### config.mk
export PLATFORM = sky130hd
export DESIGN_NAME = ckvt_cell
export DESIGN_NICKNAME = d
export VERILOG_FILES = /design/src/rtl/ckvt_pkg.sv /design/src/rtl/ckvt_cell.sv
export SDC_FILE = /design/constraint.sdc
export NUM_CORES = 1
export LEC_CHECK = 0
export ABC_AREA = 1
export BUFFER_PORTS_ARGS = -buffer_cell sky130_fd_sc_hd__buf_2
export CAP_MARGIN = 20
export CORE_MARGIN = 4
export CORE_UTILIZATION = 45
export CTS_BUF_LIST = sky130_fd_sc_hd__clkbuf_16
export DETAILED_ROUTE_END_ITERATION = 7
export GPL_ROUTABILITY_DRIVEN = 0
export PLACE_DENSITY_LB_ADDON = 0.08
export REMOVE_ABC_BUFFERS = 1
export SLEW_MARGIN = 20
export SYNTH_ARGS = -nofsm -noshare
export SYNTH_HDL_FRONTEND = slang
export SYNTH_SLANG_ARGS = --single-unit
### constraint.sdc
create_clock -name i_clk -period 3.3 [get_ports i_clk]
set_input_delay 0.495 -clock i_clk [delete_from_list [all_inputs] [get_ports i_clk]]
set_output_delay 0.495 -clock i_clk [all_outputs]
set_load 0.03 [all_outputs]
### src/rtl/ckvt_pkg.sv
package ckvt_pkg;

    localparam int ACT_W = 2;

    typedef logic [ACT_W-1:0] t_act;

    localparam t_act ACT_ADD    = 2'd0;
    localparam t_act ACT_REMOVE = 2'd1;
    localparam t_act ACT_LOOKUP = 2'd2;
    localparam t_act ACT_UNUSED = 2'd3;

    // Control part of the request token that walks down the row of cells.
    typedef struct packed {
        logic valid;
        logic hit;
    } t_tok;

endpackage

### src/rtl/ckvt_cell.sv
module ckvt_cell #(
    parameter int KEY_W = 32,
    parameter int VAL_W = 32,
    parameter int CNT_W = 9,
    parameter int SLOT  = 0
) (
    input  logic                 i_clk,
    input  logic                 i_rst_n,
    // Request fields, held steady by the top level while a token is in flight.
    input  ckvt_pkg::t_act       i_act,
    input  logic [KEY_W-1:0]     i_key,
    input  logic [VAL_W-1:0]     i_value,
    input  logic [CNT_W-1:0]     i_count,
    // Token from the previous cell.
    input  ckvt_pkg::t_tok       i_tok,
    input  logic [VAL_W-1:0]     i_tok_value,
    // Token to the next cell.
    output ckvt_pkg::t_tok       o_tok,
    output logic [VAL_W-1:0]     o_tok_value,
    // Entry of the next cell, taken when a remove compacts the table.
    input  logic                 i_nb_take,
    input  logic [KEY_W-1:0]     i_nb_key,
    input  logic [VAL_W-1:0]     i_nb_val,
    // This cell's entry, offered to the previous cell.
    output logic                 o_take,
    output logic [KEY_W-1:0]     o_key,
    output logic [VAL_W-1:0]     o_val
);

    localparam logic [CNT_W-1:0] SLOT_IDX = CNT_W'(SLOT);

    ckvt_pkg::t_tok   r_tok;
    logic [VAL_W-1:0] r_tok_value;
    logic [KEY_W-1:0] r_key;
    logic [VAL_W-1:0] r_val;
    logic [KEY_W-1:0] n_key;
    logic [VAL_W-1:0] n_val;

    logic occupied;
    logic match;
    logic append;

    always_comb begin
        occupied = SLOT_IDX < i_count;
        match    = r_tok.valid && (i_act != ckvt_pkg::ACT_UNUSED) && occupied &&
                   (r_key == i_key);
        // The first free slot is reached only after every occupied slot has been
        // compared, so the hit flag is final here.
        append   = r_tok.valid && (i_act == ckvt_pkg::ACT_ADD) && !r_tok.hit &&
                   (SLOT_IDX == i_count);
        // Every occupied slot behind the removed one moves down by one.
        o_take   = r_tok.valid && (i_act == ckvt_pkg::ACT_REMOVE) && r_tok.hit && occupied;

        o_tok.valid = r_tok.valid;
        o_tok.hit   = r_tok.hit | match;
        o_tok_value = (match && (i_act == ckvt_pkg::ACT_LOOKUP)) ? r_val : r_tok_value;

        n_key = r_key;
        n_val = r_val;
        if (append) begin
            n_key = i_key;
            n_val = i_value;
        end else if (match && (i_act == ckvt_pkg::ACT_ADD)) begin
            n_val = i_value;
        end else if (i_nb_take) begin
            n_key = i_nb_key;
            n_val = i_nb_val;
        end
    end

    assign o_key = r_key;
    assign o_val = r_val;

    always_ff @(posedge i_clk) begin
        if (!i_rst_n) begin
            r_tok.valid <= 1'b0;
        end else begin
            r_tok.valid <= i_tok.valid;
        end
        r_tok.hit   <= i_tok.hit;
        r_tok_value <= i_tok_value;
        r_key       <= n_key;
        r_val       <= n_val;
    end

endmodule

==> impl_metrics.ini <==
[clocking]
cts_setup_buffers = 0
insertion_delay_ns = 0.34
cts_tree = built
htree_num_levels = 3
cts_buffers = 9
ctsHoldBuffers = 0
cts_root_buf = clkbuf_16
clock_path_buffers = 2
clock-sinks = 98
clkTransAtPathRegs_ns = 0.07

[place]
placed_area_sq_um = 6299
dp_cells = 997
dpl.hpwl_mm = 11.59
dp_slack_ns = 0.2149
io_buffers = 274

[floorplanning]
dieArea_sq_um = 12460
die_w_microns = 111.6
dieHeight_microns = 111.6
num_io_pins = 275
rows = 37
start_util_pct = 46.60
core-area_sq_um = 10370

[synthesis]
synthArstFlopShare_pct = 0
avgSynthCellArea_sq_um = 8.013
ys_ff_latch = 98
synthDistinctLibCells = 27
syn_inst = 603
synth_area_sq_um = 4832
synth_seq_area_share_pct = 53.86
synth_edf_count = 64
ys.flop_type = edfxtp_1
yosysWarnings = 0

[hold_path]
hp-class = primary input to flip-flop

[cells_and_area]
final_cells = 1015
nNetsFinal = 1049
final_area_sq_um = 6591
drive_gt1_share_pct = 34.62
syn2layout_area_growth_pct = 36.41

[grt]
grtUsageTotal_pct = 22.86
grt_pass1_wl_mm = 22.85
antenna_found_initial = 1
grt_pass1_vias = 4717
overflow = 0
grt_max_degree = 68

[worst_setup_path]
critPathKind = flip-flop to output pin
arrival_ns = 2.55
critPathCaptureType = output pin
crit_required_ns = 2.80
cp_max_fo = 30
setup.worst_path.start_class = flip-flop

[power]
netSwitchingFraction_pct = 29.15
powerDensity_nw_per_um2 = 452.7
combPwrFrac_pct = 19.4
p_sw_uw = 870.0
leakage_uw = 0.003633
internal-power_uw = 2114
pwr-share-seq_pct = 48.5
ir_worst_vdd_uv = 217.5
power_uw = 2984
p_clk_share_pct = 32.1

[timing]
drv_slew = 0
post-route-min-period_ns = 3.046
whs_ns = 0.2527
max_slew_margin_pct = 59.43
fmax_mhz = 328.3
finalHoldViolCount = 0
skew_ns = 0.006960
setup_viol = 0
fin_ws_ns = 0.2544
period_share_pct = 92.29
tightest_slew_ns = 0.6085

[routing]
wl_per_cell_microns = 14.98
vias = 4768
ant_nets = 0
drt-total-wl_mm = 15.20
vias_per_cell = 4.698
drc = 0
drt_iter0_drc = 240
dr.pass1.iters = 5

[outcome]
status = complete, no violations

[flow_run]
drv_cap = 0
[registers in the layout, summed over array words and instances, names as in the netlist]
| signal | cells |
|---|---|
| r_tok_value | 32 |
| o_tok | 1 |
| o_key | 32 |
| o_val | 32 |
| r_tok | 1 |
[cell type report]
class                           instances  area (sq um)
Inverter                               91         341.6
Multi-Input combinational cell        392          1783
Tap cell                              136         170.2
Clock buffer                            9         225.2
Clock inverter                          7         38.79
Antenna cell                            1         2.502
Sequential cell                        98          2603
Timing Repair Buffer                  281          1428
Fill cell                             925          3779
[routing by layer]
metal  share of wire, %  wire length [microns]  up-vias  GRT usage (%)
met1                 39                   5922     2107          25.81
met2                 50                   7673      197          40.97
met5                  0                      0        -              0
li1                   -                      -     2438              -
met3                7.8                   1178       26          5.489
met4                2.8                    425        0          9.895
[timing repair]
action / 4_1_cts / 5_1_grt
gates resized for setup: 0 / 3
setup endpoints to repair: 0 / 32
endpoints found under the hold margin: 0 / 0
[cell usage after synthesis, types with 2 or more instances]
cell type,count,share of area [%]
buf_2,10,1.0
xnor2_1,11,2.0
clkbuf_2,2,0.21
nand2_1,221,17
nor3_1,5,0.52
buf_1,2,0.16
o21ai_1,35,3.6
inv_1,89,6.9
and2_1,5,0.65
edfxtp_1,64,40
nand4_1,4,0.52
nand3_1,38,3.9
xor2_1,2,0.36
nor2_1,31,2.4
o21ai_0,31,3.2
clkbuf_1,5,0.39
inv_2,2,0.16
nand3_4,2,0.72
dfxtp_1,34,14
buf_6,3,0.70
[path summary, 6_finish.rpt]
check,startpoint,endpoint,slack (ns),cells past startpoint
setup / recovery,o_key[29]$_DFFE_PP_,o_tok_value[25],0.25,12
hold / removal,i_tok_value[19],r_tok_value[19]$_DFF_P_,0.25,1
setup reg to reg,o_key[3]$_DFFE_PP_,o_val[2]$_DFFE_PP_,0.96,11
hold reg to reg,o_tok[1]$_SDFF_PN0_,o_key[30]$_DFFE_PP_,0.85,5
[placed cells by master, fill, tap and decap left out, drive strengths merged]
cell type / Yosys / layout
xor2: 2 / 2
nand2: 222 / 222
nor2: 33 / 33
clkinv: 0 / 4
diode: 0 / 1
dfxtp: 34 / 34
edfxtp: 64 / 64
nor3b: 1 / 1
buf: 16 / 281
nand3: 40 / 41
nand4: 5 / 5
nor3: 5 / 5
o21ai: 66 / 66
xnor2: 11 / 11
and2: 5 / 5
clkbuf: 7 / 9
or2: 1 / 1
inv: 91 / 94
[power by group through the flow]
stage          Clock, uW  Combinational (uW)  Sequential, uW
6_report             958                 579            1450
5_1_grt             1040                 635            1460
4_1_cts              976                 584            1450
3_5_place_dp           0                 582            1470
3_3_place_gp           0                 574            1470
2_1_floorplan          0                 211            1600
[metrics by stage]
| stage | setup TNS (ns) | utilization, % |
|---|---|---|
| after floorplan | 0 | - |
| after global placement | 0 | 60.74 |
| after detailed placement | 0 | 60.74 |
| after CTS | 0 | 63.28 |
| after global routing | -0.0009124 | 63.56 |
| final | 0 | 63.56 |
[worst max-delay path, cell delays in order (launching register included)]
cell and delay [ns]:
edfxtp_1 0.42, nand2_1 0.11, nand2_1 0.05, nor2_1 0.13
nand2_1 0.07, nor2_1 0.13, nand2_1 0.10, nor2_4 0.23
nand3_4 0.39, buf_6 0.28, nand2_1 0.05, o21ai_1 0.05
buf_2 0.19
[logic make-up after synthesis]
family	after synthesis	synth area share, %
AO/OA/AOI/OAI	66	6.836
XOR/XNOR	13	2.356
buffers and inverters	114	9.710
AND/OR/NAND/NOR	312	27.24
flip-flops	98	53.86
Note: power is estimated with default switching activity, not from simulation.
